==> config.mk <==
export PLATFORM = sky130hd
export DESIGN_NAME = base64_line_wrapped_encoder_unit
export DESIGN_NICKNAME = d
export VERILOG_FILES = /design/src/rtl/b64lw_pkg.sv /design/src/rtl/b64lw_encode.sv /design/src/rtl/b64lw_serial.sv /design/src/rtl/base64_line_wrapped_encoder_unit.sv
export SDC_FILE = /design/constraint.sdc
export NUM_CORES = 1
export LEC_CHECK = 0
export ABC_AREA = 1
export BUFFER_PORTS_ARGS = -buffer_cell sky130_fd_sc_hd__buf_2
export CAP_MARGIN = 20
export CORE_ASPECT_RATIO = 0.75
export CORE_MARGIN = 2
export CORE_UTILIZATION = 45
export CTS_CLUSTER_DIAMETER = 150
export DETAILED_ROUTE_END_ITERATION = 8
export SLEW_MARGIN = 10
export SYNTH_ARGS = -nofsm -noshare
export SYNTH_HDL_FRONTEND = slang
export SYNTH_SLANG_ARGS = --single-unit
==> constraint.sdc <==
create_clock -name i_clk -period 2.5 [get_ports i_clk]
set_input_delay 0.125 -clock i_clk [delete_from_list [all_inputs] [get_ports i_clk]]
set_output_delay 0.125 -clock i_clk [all_outputs]
set_load 0.02 [all_outputs]
==> src/rtl/b64lw_pkg.sv <==
// ============================================================================
// b64lw_pkg : shared types and helpers for the line-wrapped Base64 encoder
// Item structs, the group handed from the encode stage to the serializer,
// character codes and the sextet-to-ASCII map.
// ============================================================================
`default_nettype none

package b64lw_pkg;

    localparam int LINE_CHARS_DEF = 76;

    localparam logic [7:0] CHAR_PAD = 8'h3D;  // '='
    localparam logic [7:0] CHAR_CR  = 8'h0D;
    localparam logic [7:0] CHAR_LF  = 8'h0A;

    typedef struct packed {
        logic [7:0] data_byte;
        logic       end_of_data;
    } t_in_item;

    typedef struct packed {
        logic [7:0] out_char;
        logic       run_last;
        logic       message_end;
    } t_out_item;

    // Characters caused by one input item; entry 0 goes out first.
    typedef struct packed {
        logic [5:0][7:0] chars;
        logic [2:0]      count;
        logic            last;
    } t_group;

    // Standard alphabet: A-Z, a-z, 0-9, '+', '/'.
    function automatic logic [7:0] b64_char(input logic [5:0] v);
        logic [7:0] c;
        if (v < 6'd26) begin
            c = 8'h41 + {2'b00, v};
        end else if (v < 6'd52) begin
            c = 8'h61 + {2'b00, v} - 8'd26;
        end else if (v < 6'd62) begin
            c = 8'h30 + {2'b00, v} - 8'd52;
        end else if (v == 6'd62) begin
            c = 8'h2B;
        end else begin
            c = 8'h2F;
        end
        return c;
    endfunction

endpackage

`default_nettype wire

==> src/rtl/b64lw_encode.sv <==
// ============================================================================
// b64lw_encode : byte gathering, group encoding and line counting
// Holds pending bytes and the line position; turns one accepted byte into
// the full set of characters it causes, captured in a group register.
// ============================================================================
`default_nettype none

module b64lw_encode #(
    parameter int LINE_CHARS = b64lw_pkg::LINE_CHARS_DEF
) (
    input  wire                   i_clk,
    input  wire                   i_rst_n,
    input  wire                   i_in_valid,
    input  b64lw_pkg::t_in_item   i_in_item,
    output logic                  o_in_stall,
    output logic                  o_grp_valid,
    output b64lw_pkg::t_group     o_grp,
    input  wire                   i_grp_take
);
    import b64lw_pkg::*;

    localparam int GROUPS = LINE_CHARS / 4;
    localparam int GW     = $clog2(GROUPS + 1);
    localparam logic [GW-1:0] GROUPS_C = GW'(GROUPS);

    logic [15:0]   r_pend;
    logic [1:0]    r_pcount;
    logic [GW-1:0] r_gline;
    logic          r_grp_v;
    t_group        r_grp;

    logic [15:0]   n_pend;
    logic [1:0]    n_pcount;
    logic [GW-1:0] n_gline;
    t_group        n_grp;
    logic [GW-1:0] gline_inc;
    logic [23:0]   g;
    logic [7:0]    b;
    logic          accept;

    assign o_in_stall  = r_grp_v && !i_grp_take;
    assign accept      = i_in_valid && !o_in_stall;
    assign o_grp_valid = r_grp_v;
    assign o_grp       = r_grp;

    always_comb begin
        b         = i_in_item.data_byte;
        g         = {r_pend, b};
        gline_inc = r_gline + GW'(1);
        n_pend    = r_pend;
        n_pcount  = r_pcount;
        n_gline   = r_gline;
        n_grp     = '0;
        n_grp.last = i_in_item.end_of_data;
        if (r_pcount[1]) begin
            // third byte completes a group
            n_grp.chars[0] = b64_char(g[23:18]);
            n_grp.chars[1] = b64_char(g[17:12]);
            n_grp.chars[2] = b64_char(g[11:6]);
            n_grp.chars[3] = b64_char(g[5:0]);
            n_grp.count    = 3'd4;
            n_gline        = gline_inc;
            if (gline_inc >= GROUPS_C) begin
                n_grp.chars[4] = CHAR_CR;
                n_grp.chars[5] = CHAR_LF;
                n_grp.count    = 3'd6;
                n_gline        = '0;
            end
            n_pend   = '0;
            n_pcount = '0;
        end else if (i_in_item.end_of_data) begin
            if (r_pcount == 2'd0) begin
                n_grp.chars[0] = b64_char(b[7:2]);
                n_grp.chars[1] = b64_char({b[1:0], 4'b0000});
                n_grp.chars[2] = CHAR_PAD;
                n_grp.chars[3] = CHAR_PAD;
            end else begin
                n_grp.chars[0] = b64_char(r_pend[7:2]);
                n_grp.chars[1] = b64_char({r_pend[1:0], b[7:4]});
                n_grp.chars[2] = b64_char({b[3:0], 2'b00});
                n_grp.chars[3] = CHAR_PAD;
            end
            n_grp.count = 3'd4;
        end else begin
            n_pend   = {r_pend[7:0], b};
            n_pcount = r_pcount + 2'd1;
        end
        // message done: pending bytes and line position back to their reset values
        if (i_in_item.end_of_data) begin
            n_pend   = '0;
            n_pcount = '0;
            n_gline  = '0;
        end
    end

    always_ff @(posedge i_clk) begin
        if (!i_rst_n) begin
            r_pend   <= '0;
            r_pcount <= '0;
            r_gline  <= '0;
            r_grp_v  <= 1'b0;
        end else begin
            if (accept) begin
                r_pend   <= n_pend;
                r_pcount <= n_pcount;
                r_gline  <= n_gline;
                r_grp_v  <= (n_grp.count != 3'd0);
            end else if (i_grp_take) begin
                r_grp_v  <= 1'b0;
            end
        end
    end

    always_ff @(posedge i_clk) begin
        if (accept) begin
            r_grp <= n_grp;
        end
    end

endmodule

`default_nettype wire

==> src/rtl/b64lw_serial.sv <==
// ============================================================================
// b64lw_serial : character serializer
// Loads one group at a time and shifts its characters out, one per item.
// ============================================================================
`default_nettype none

module b64lw_serial (
    input  wire                   i_clk,
    input  wire                   i_rst_n,
    input  wire                   i_grp_valid,
    input  b64lw_pkg::t_group     i_grp,
    output logic                  o_grp_take,
    output logic                  o_out_valid,
    output b64lw_pkg::t_out_item  o_out_item,
    input  wire                   i_out_stall
);
    import b64lw_pkg::*;

    logic            r_v;
    logic [2:0]      r_left;
    logic [5:0][7:0] r_chars;
    logic            r_last;
    logic            emit;
    logic            final_one;

    assign emit        = r_v && !i_out_stall;
    assign final_one   = (r_left == 3'd1);
    assign o_grp_take  = !r_v || (emit && final_one);
    assign o_out_valid = r_v;

    always_comb begin
        o_out_item.out_char    = r_chars[0];
        o_out_item.run_last    = final_one;
        o_out_item.message_end = final_one && r_last;
    end

    always_ff @(posedge i_clk) begin
        if (!i_rst_n) begin
            r_v    <= 1'b0;
            r_left <= '0;
        end else begin
            if (o_grp_take) begin
                r_v    <= i_grp_valid;
                r_left <= i_grp.count;
            end else if (emit) begin
                r_left <= r_left - 3'd1;
            end
        end
    end

    // advance the character line
    always_ff @(posedge i_clk) begin
        if (o_grp_take) begin
            r_chars <= i_grp.chars;
            r_last  <= i_grp.last;
        end else if (emit) begin
            r_chars <= {8'h00, r_chars[5:1]};
        end
    end

endmodule

`default_nettype wire

==> src/rtl/base64_line_wrapped_encoder_unit.sv <==
// A group's characters pass through the group register and then the serializer register on their
// way out, and wait longer while the serializer still drains an earlier group.
// Throughput: one byte per cycle while the group register is free; one character per cycle
// out unless i_out_stall holds it. A group of four or six characters holds the serializer until
// all have gone out, so the output port sets the sustained rate.
// Reset (i_rst_n low at a clock edge) clears pending bytes, line position and all valids.
// ============================================================================
// base64_line_wrapped_encoder_unit : Base64 encoder with 76-character lines
// Byte-per-item input, character-per-item output, CR LF after each full line.
// ============================================================================
`default_nettype none

module base64_line_wrapped_encoder_unit #(
    parameter int LINE_CHARS = b64lw_pkg::LINE_CHARS_DEF
) (
    input  wire                   i_clk,
    input  wire                   i_rst_n,
    // byte input channel
    input  wire                   i_in_valid,
    input  b64lw_pkg::t_in_item   i_in_item,
    output logic                  o_in_stall,
    // character output channel
    output logic                  o_out_valid,
    output b64lw_pkg::t_out_item  o_out_item,
    input  wire                   i_out_stall
);
    import b64lw_pkg::*;

    // Group register between the encoder and the serializer: the encoder may
    // take the next byte while the serializer still drains the previous group.
    logic   grp_valid;
    logic   grp_take;
    t_group grp;

    // Encode stage: pending bytes, line count, full character set per byte.
    b64lw_encode #(
        .LINE_CHARS (LINE_CHARS)
    ) u_encode (
        .i_clk       (i_clk),
        .i_rst_n     (i_rst_n),
        .i_in_valid  (i_in_valid),
        .i_in_item   (i_in_item),
        .o_in_stall  (o_in_stall),
        .o_grp_valid (grp_valid),
        .o_grp       (grp),
        .i_grp_take  (grp_take)
    );

    // Serializer: one character per output item, flags on the last one.
    b64lw_serial u_serial (
        .i_clk       (i_clk),
        .i_rst_n     (i_rst_n),
        .i_grp_valid (grp_valid),
        .i_grp       (grp),
        .o_grp_take  (grp_take),
        .o_out_valid (o_out_valid),
        .o_out_item  (o_out_item),
        .i_out_stall (i_out_stall)
    );

endmodule

`default_nettype wire

==> run_results.csv, run 1 <==
group,metric,value,unit
placement,io_buffers,24,
placement,placed_cell_area,7835,um2
clocking,max-clock-path-buffers,2,
finish,final_nets,1102,
finish,antenna_cells,0,
yosys,synth_seq_area_share,0.3623,
sta,fin_worst_skew,0.01222,ns
clocking,clock-sinks,100,
sta,drv_slew,0,
clocking,cts-root-buf,"clkbuf_16",
yosys,synth_top_area_cell,"edfxtp_1",
finish,final_common_cell,"nand2_1",
sta,fin_crit_sh,0.9551,
hold_path,hold_class,"primary input to register",
critical_path,cp_data_arrival_time,2.47,ns
routing,drt_iter0_markers,683,
clocking,cts.clk_slew.worst_paths,0.08,ns
placement,dp_hpwl,16200,um
critical_path,crit_chain,"inv_1, ha_1, nand3_1, nand3_4, inv_1, nor2_1, o21ai_0, nand2_1",
critical_path,cp_max_fo,10,
routing,first_pass_iters,6,
sta,setup_ws,0.1123,ns
finish,drive_gt1_frac,0.1033,
yosys,synthesis.nets,1087,
pwr,powerDensity,570.8,nW/um2
clocking,clk_latency,0.35,ns
sta,tns,0,ns
critical_path,start_kind,"register",
finish,design_area,8130,um2
sta,tightest_slew,0.6591,ns
clocking,cts_tree,"built",
yosys,ys.flop_type,"edfxtp_1",
critical_path,slowest_stage,"dfxtp_1",
critical_path,cp_num_buf_inv,2,
placement,gp_congestion,1.027,
critical_path,worst_ep_required_time,2.58,ns
routing,wl,21690,um
critical_path,rrSetupSlack,0.11,ns
global_routing,grt_pass1_wl,34390,um
sta,finalSetupViolations,0,
hold_path,min_from,"i_rst_n",
routing,route.detailed.drc,0,
status,status,"complete, no violations",
placement,dpl_worst_slack,0.1894,ns
floorplanning,coreArea,16170,um2
sta,maxSlewHeadroom,0.5602,
yosys,avgSynthCellArea,7.331,um2
critical_path,cp-startpoint,"u_encode.r_pend[3]",
floorplanning,dieHeight,115.9,um
clocking,htree_levels,3,
finish,num-fill-cells,1618,
yosys,netlist_instances,1025,
global_routing,antenna_found_initial,0,
yosys,synth.yosys.warnings,0,
global_routing,grt_max_degree,40,
global_routing,first_global_vias,6112,
finish,final_cell_mix,"297 x nand2_1, 104 x inv_1, 93 x nand3_1",
routing,viasPerCell,5.433,
yosys,synthesis.area,7515,um2
global_routing,grt_usage,0.2469,
critical_path,crit_family,"flip-flops",
clocking,cts-buffers-inserted,9,
yosys,synth_cell_types,40,
critical_path,cp-end-kind,"register",
floorplanning,ioPinCount,25,
critical_path,critPathKind,"register to register",
finish,area_growth,8.192,%
floorplanning,rows,40,
run,maxCapViolations,0,
sta,period_needed,2.388,ns
sta,rsz0062_at_grt,"false",
floorplanning,dieArea,17760,um2
routing,vias,6818,
yosys,synth.area.top_cells,"edfxtp_1 29%, nand2_1 15%, ha_1 8.2%",
critical_path,r2r_start,"u_encode.r_pend[3]",
yosys,synthArstFlopShare,0,
floorplanning,start_util,0.4649,
yosys,synth_edf_count,72,
floorplanning,fp.dieW,153.2,um
pwr,max-vdd-ir-drop,0.0003536,V
sta,hold_violations,0,
finish,multi_input_area,4068,um2
routing,routedWlPerCell,17.28,um
global_routing,globalRouteOverflowTotal,0,
yosys,synth-seq-cells,100,
yosys,yosys.area.top_type_share,0.2877,
critical_path,cpMostUsedCell,"inv_1",
finish,seq_area,2724,um2
pwr,p_leak,3.728,nW
routing,final_antenna_net_count,0,
critical_path,slowest_delay,0.60,ns
sta,clock.fmax,418.8,MHz
-- sequential cells by signal, indices dropped and copies added (netlist names) --
name                  count
u_encode.r_pend          16
u_encode.o_grp           36
u_serial.r_left           3
u_encode.r_pcount         2
u_serial.o_out_item       8
u_encode.r_gline          5
u_encode.o_grp_valid      1
u_serial.r_chars         27
u_serial.o_out_valid      1
u_serial.r_last           1
-- final cells by class --
type / instances / share of cell area
flip-flops and latches: 100 / 0.3350
clock buffers: 10 / 0.02816
well taps: 210 / 0.03232
clock inverters: 6 / 0.006771
repair buffers: 52 / 0.04247
inverters: 118 / 0.05494
multi-input cells: 759 / 0.5003
-- worst paths after layout --
kind,end,cells past startpoint
setup / recovery,u_encode.o_grp[20],8
hold / removal,u_serial.o_out_valid,3
setup reg to reg,u_encode.o_grp[20],8
hold reg to reg,u_serial.r_last,0
-- report_power, final --
part           switching (mW)  leakage, nW  total, mW  internal, mW
Combinational           0.787         2.61       1.15         0.360
Clock                   0.663        0.133       1.36         0.696
Sequential              0.106        0.985       2.14          2.03
Total                    1.56         3.73       4.64          3.08
-- worst register-to-register path, delay by kind of cell (launching register included) --
kind	cells	cell delay [ns]
flip-flops	1	0.60
buffers and inverters	2	0.51
AO/OA/AOI/OAI	1	0.28
adder cells (fa/ha/maj)	1	0.27
AND/OR/NAND/NOR	4	0.46
-- synth_stat cells (all sizes together) (11+ instances only) --
library cell and n:
dfxtp 28, a211oi 18, nand3 95, o211ai 19, nor2 61, a21oi 71
ha 49, buf 32, xor2 11, clkbuf 16, o21ai 87, edfxtp 72
nand2 305, inv 115
-- per-stage QoR --
stage               cells  utilization  hold WS, ns  total power [mW]
finish               1255       0.5029      0.07701             4.641
global route         1255       0.5029      0.08656             4.884
CTS                  1255       0.5029      0.07278             4.658
detailed placement   1238       0.4847       0.3500             3.299
global placement     1238       0.4847       0.3513             3.300
floorplan            1025            -       0.2239             2.979
-- kinds of logic (layout without fill, tap and decap cells) --
family,after synthesis,after routing,share of synthesized area
AND/OR/NAND/NOR,477,477,0.2696
AO/OA/AOI/OAI,216,216,0.1697
buffers and inverters,166,186,0.09707
flip-flops,100,100,0.3623
adder cells (fa/ha/maj),49,49,0.08159
XOR/XNOR,17,17,0.01981
-- repair_timing --
item / CTS / global route
endpoints found under the hold margin: 1 / 0
hold buffers: 1 / 0
endpoints found under the setup margin: 0 / 3
buffers inserted: 0 / 0
resized for setup: 0 / 2
-- routing by layer --
layer | global-route usage | share of wire | up-vias
met5 | 0 | 0 | -
met3 | 0.03179 | 0.066 | 14
met1 | 0.3912 | 0.52 | 3099
met4 | 0.04136 | 0.011 | 0
li1 | - | - | 3460
met2 | 0.3619 | 0.40 | 245
(Power assumes the default switching activity.)
==> run 2, diff against run 1 <==
--- a/config.mk
+++ b/config.mk
@@ -13,6 +13,7 @@
 export CORE_UTILIZATION = 45
 export CTS_CLUSTER_DIAMETER = 150
 export DETAILED_ROUTE_END_ITERATION = 8
+export REMOVE_ABC_BUFFERS = 1
 export SLEW_MARGIN = 10
 export SYNTH_ARGS = -nofsm -noshare
 export SYNTH_HDL_FRONTEND = slang
==> constraint.sdc (replaced) <==
create_clock -name i_clk -period 2.8 [get_ports i_clk]
set_input_delay 0.14 -clock i_clk [delete_from_list [all_inputs] [get_ports i_clk]]
set_output_delay 0.14 -clock i_clk [all_outputs]
set_load 0.02 [all_outputs]
==> run 2 against run 1 <==
- largest power group unchanged
- sequential share of layout area increased by 0.36 points
- combinational power decreased by 13%
- core utilization decreased by 0.56 points
- critical endpoint is now u_encode.o_grp[14]
==> run_results.csv, run 2 (same netlist as run 1, synthesis figures left out) <==
group,metric,value,unit
floorplanning,rows,40,
finish,largest_register_ffs,36,
placement,gp_congestion,0.9871,
pwr,combPwrFrac,0.244,
sta,hold_violations,0,
routing,vias,6792,
sta,period_needed,2.404,ns
sta,drv_slew,0,
global_routing,antenna_found_initial,1,
critical_path,worst_ep_required_time,2.93,ns
critical_path,cp_max_fo,11,
sta,fin_crit_sh,0.8585,
sta,clock.fmax,416.0,MHz
pwr,max-vdd-ir-drop,0.0002834,V
clocking,clk_latency,0.35,ns
global_routing,grt_max_degree,40,
sta,tightest_slew,1.036,ns
critical_path,cp_data_arrival_time,2.54,ns
pwr,switching_share,0.3355,
global_routing,grt_usage,0.2431,
hold_path,hold_class,"primary input to register",
finish,final_cell_mix,"297 x nand2_1, 105 x inv_1, 93 x nand3_1",
clocking,max-clock-path-buffers,2,
pwr,pwr-share-seq,0.462,
pwr,p_leak,3.677,nW
pwr,powerDensity,512.5,nW/um2
sta,fin_worst_skew,0.01258,ns
clocking,cts-buffers-inserted,9,
clocking,cts-root-buf,"clkbuf_16",
finish,design_area,8040,um2
clocking,clock-sinks,100,
sta,finalHoldWorstSlack,0.08667,ns
finish,area_growth,6.993,%
global_routing,grt_pass1_wl,33900,um
routing,first_pass_iters,6,
clocking,cts.clk_slew.worst_paths,0.08,ns
floorplanning,ioPinCount,25,
finish,drive_gt1_frac,0.09363,
finish,fin_cells,1247,
floorplanning,fp.dieW,153.2,um
routing,route.detailed.drc,0,
critical_path,cp-end-kind,"register",
pwr,internal_power,2.738,mW
critical_path,start_kind,"register",
placement,placed_cell_area,7746,um2
clocking,cts_tree,"built",
routing,routedWlPerCell,17.16,um
placement,io_buffers,24,
finish,final_nets,1093,
sta,rsz0062_at_grt,"false",
clocking,cts_resized,0,
floorplanning,dieArea,17760,um2
floorplanning,coreArea,16170,um2
sta,tns,0,ns
global_routing,globalRouteOverflowTotal,0,
pwr,power_switching,1.382,mW
run,maxCapViolations,0,
critical_path,critPathKind,"register to register",
pwr,clkPwrFrac,0.295,
floorplanning,dieHeight,115.9,um
sta,maxSlewHeadroom,0.3088,
floorplanning,start_util,0.4649,
placement,dp_hpwl,15950,um
finish,final_common_cell,"nand2_1",
sta,finalSetupViolations,0,
routing,viasPerCell,5.447,
routing,wl,21390,um
global_routing,first_global_vias,6031,
clocking,htree_levels,3,
routing,final_antenna_net_count,0,
status,status,"complete, no violations",
routing,drt_iter0_markers,664,
placement,place_inst,1229,
[run 2: cell types whose count changed in the layout (fill, tap and decap cells not counted), sizes merged]
cell,previous run,this run
buf,51,42
clkinvlp,3,2
diode,0,1
inv,117,118
[run 2: worst max-delay path, cell delays in order, from the launching register on]
cell and delay [ns]:
dfxtp_1 0.57, clkinv_1 0.26, ha_1 0.31, inv_1 0.08, nand2_1 0.18, inv_1 0.21, o21ai_0 0.10, a21oi_1 0.14
nor3_1 0.06, o21ai_0 0.28
[run 2: metal layers]
metal,wire [um],global-route usage,up-vias
met5,0,0,-
met4,221,0.04568,0
met3,1661,0.05198,22
met2,8653,0.3467,247
met1,10860,0.3779,3087
li1,-,-,3436
[run 2: final cells by class]
type / instances / area, um2
antenna: 1 / 2.502
clock buffer: 10 / 229.0
clock inverter: 6 / 52.55
fill: 1637 / 8125
inverter: 118 / 442.9
multi-input combinational: 759 / 4063
sequential: 100 / 2723
tap: 210 / 262.8
timing repair buffer: 43 / 265.3
[run 2: path summary, 6_finish.rpt]
| path | cells past startpoint | start | end | slack, ns |
|---|---|---|---|---|
| max | 9 | u_encode.r_pend[6] | u_encode.o_grp[14] | 0.40 |
| min | 3 | i_rst_n | u_serial.o_out_valid | 0.09 |
| max reg2reg | 9 | u_encode.r_pend[6] | u_encode.o_grp[14] | 0.40 |
| min reg2reg | 0 | u_encode.o_grp[0] | u_serial.r_last | 0.43 |
[run 2: stage by stage]
step / worst slack (ns) / util / power (mW)
floorplan: 0.01354 / - / 2.578
global placement: 0.4869 / 0.4792 / 2.934
detailed placement: 0.5064 / 0.4792 / 2.926
CTS: 0.4911 / 0.4972 / 4.138
global route: 0.1338 / 0.4972 / 4.341
finish: 0.3963 / 0.4974 / 4.120
[run 2: power by group through the flow]
stage	combinational [mW]	sequential [mW]	clock, mW
floorplan	0.626	1.95	0
global placement	1.00	1.93	0
detailed placement	0.989	1.94	0
CTS	0.995	1.90	1.24
global route	1.12	1.92	1.30
finish	1.00	1.90	1.21
[run 2: timing repair]
| item | 4_1_cts | 5_1_grt |
|---|---|---|
| setup buffers | 0 | 0 |
| endpoints found under the setup margin | 0 | 0 |
| endpoints found under the hold margin | 1 | 0 |
| hold buffers | 1 | 0 |
==> run 3, diff against run 2 <==
==> constraint.sdc (replaced) <==
create_clock -name i_clk -period 3 [get_ports i_clk]
set_input_delay 0.15 -clock i_clk [delete_from_list [all_inputs] [get_ports i_clk]]
set_output_delay 0.15 -clock i_clk [all_outputs]
set_load 0.02 [all_outputs]
==> run 3 against run 2 <==
- worst setup slack better by 0.077 ns
- total power down 5.0%
- cell count is 0.48% lower
- clock power is essentially flat
- clock skew shrank 0.00084 ns
- hold slack lost 0.061 ns
- largest cell class unchanged
- core utilization hardly changed
- wire length rose by 1.7%
- sequential power down 6%
- via count up 2.5%
- register-to-register slack gained 0.08 ns
==> run_results.csv, run 3 (same netlist as run 1, synthesis figures left out) <==
group,metric,value,unit
sta,hold_violations,0,
finish,num-fill-cells,1606,
floorplanning,ioPinCount,25,
finish,area_growth,7.010,%
sta,tns,0,ns
sta,setup_ws,0.4732,ns
finish,antenna_cells,0,
global_routing,first_global_vias,6169,
sta,fin_crit_sh,0.8423,
critical_path,reg2reg_to,"u_encode.o_grp[14]",
floorplanning,rows,40,
pwr,max-vdd-ir-drop,0.0002973,V
routing,viasPerCell,5.610,
global_routing,grt_usage,0.2450,
clocking,holdBufCountCts,0,
finish,final_cell_mix,"297 x nand2_1, 105 x inv_1, 93 x nand3_1",
critical_path,slowest_delay,0.54,ns
critical_path,r2r_start,"u_encode.r_pend[6]",
critical_path,critPathKind,"register to register",
finish,drive_gt1_frac,0.09117,
critical_path,cp_data_arrival_time,2.68,ns
sta,period_needed,2.527,ns
pwr,powerDensity,486.9,nW/um2
critical_path,cp_max_fo,11,
global_routing,globalRouteOverflowTotal,0,
finish,final_nets,1088,
clocking,cts_resized,0,
sta,clock.fmax,395.8,MHz
routing,wl,21760,um
placement,dp_hpwl,15890,um
finish,largest_register_ffs,36,
sta,finalHoldWorstSlack,0.02615,ns
sta,fin_worst_skew,0.01174,ns
pwr,p_leak,3.674,nW
sta,finalSetupViolations,0,
global_routing,grt_pass1_wl,34130,um
routing,first_pass_iters,5,
floorplanning,fp.dieW,153.2,um
routing,vias,6962,
global_routing,antenna_found_initial,0,
critical_path,cp-end-kind,"register",
finish,final_common_cell,"nand2_1",
clocking,cts-root-buf,"clkbuf_16",
critical_path,rr_worst_depth,9,
clocking,cts_tree,"built",
sta,rsz0062_at_grt,"false",
hold_path,hold_end,"u_encode.o_grp[0]",
routing,drt_iter0_markers,761,
sta,tightest_slew,0.6278,ns
critical_path,worst_ep_required_time,3.15,ns
hold_path,hold_class,"primary input to register",
clocking,cts.clk_slew.worst_paths,0.07,ns
floorplanning,dieArea,17760,um2
status,status,"complete, no violations",
routing,final_antenna_net_count,0,
placement,placed_cell_area,7721,um2
clocking,post_cts_buffers,0,
global_routing,grt_max_degree,40,
floorplanning,dieHeight,115.9,um
critical_path,start_kind,"register",
routing,route.detailed.drc,0,
critical_path,slowest_stage,"dfxtp_1",
clocking,cts-buffers-inserted,9,
hold_path,whs_path_depth,1,
placement,gp_congestion,0.9932,
clocking,max-clock-path-buffers,2,
sta,maxSlewHeadroom,0.5810,
clocking,clk_latency,0.35,ns
clocking,htree_levels,3,
placement,dpl_worst_slack,0.5818,ns
placement,io_buffers,24,
critical_path,crit_chain,"clkinv_1, ha_1, inv_1, nand2_1, inv_1, o21ai_0, a21oi_1, nor3_1, o21ai_0",
sta,drv_slew,0,
hold_path,min_from,"i_in_item[0]",
critical_path,rrSetupSlack,0.47,ns
floorplanning,start_util,0.4649,
finish,design_area,8041,um2
floorplanning,coreArea,16170,um2
run,maxCapViolations,0,
routing,routedWlPerCell,17.53,um
clocking,clock-sinks,100,
-- run 3: power by group --
| group | switching, mW | internal [mW] | total, mW |
|---|---|---|---|
| Combinational | 0.660 | 0.285 | 0.945 |
| Sequential | 0.0886 | 1.69 | 1.78 |
| Clock | 0.600 | 0.593 | 1.19 |
| Total | 1.35 | 2.57 | 3.92 |
-- run 3: stage by stage --
| step | cells | total power [mW] | utilization |
|---|---|---|---|
| final | 1241 | 3.916 | 0.4974 |
| after detailed placement | 1224 | 2.732 | 0.4776 |
| after global routing | 1241 | 4.109 | 0.4974 |
| after global placement | 1224 | 2.736 | 0.4776 |
| after floorplan | 977 | 2.406 | - |
| after CTS | 1240 | 3.917 | 0.4965 |
-- run 3: layout make-up --
class                           count  area, um2  area share
Inverter                          118      442.9     0.05508
Clock inverter                      7      80.08    0.009958
Clock buffer                        9      225.2     0.02801
Sequential cell                   100       2723      0.3386
Tap cell                          210      262.8     0.03267
Multi-Input combinational cell    759       4063      0.5052
Timing Repair Buffer               38      245.2     0.03050
-- run 3: worst max-delay path, delay by kind of cell (launching register included) --
kind	cells	cell delay, ns
fa+ha+maj	1	0.36
buf+inv	3	0.69
simple gates	2	0.26
flops	1	0.54
compound gates	3	0.48
-- run 3: how the worst max path moves through the flow --
stage | from | end | slack [ns] | depth (start not counted)
floorplan | u_serial.o_out_valid | u_encode.o_grp[0] | 0.21 | 5
global placement | u_encode.r_pend[6] | u_encode.o_grp[14] | 0.58 | 9
detailed placement | u_encode.r_pend[6] | u_encode.o_grp[14] | 0.58 | 9
CTS | u_encode.r_pend[6] | u_encode.o_grp[14] | 0.57 | 9
global route | u_encode.r_pend[6] | u_encode.o_grp[14] | 0.25 | 9
finish | u_encode.r_pend[6] | u_encode.o_grp[14] | 0.47 | 9
-- run 3: layer usage --
| layer | part of all wire | global-route usage |
|---|---|---|
| met3 | 0.092 | 0.04899 |
| met5 | 0 | 0 |
| met2 | 0.39 | 0.3438 |
| met1 | 0.50 | 0.3819 |
| met4 | 0.019 | 0.06111 |
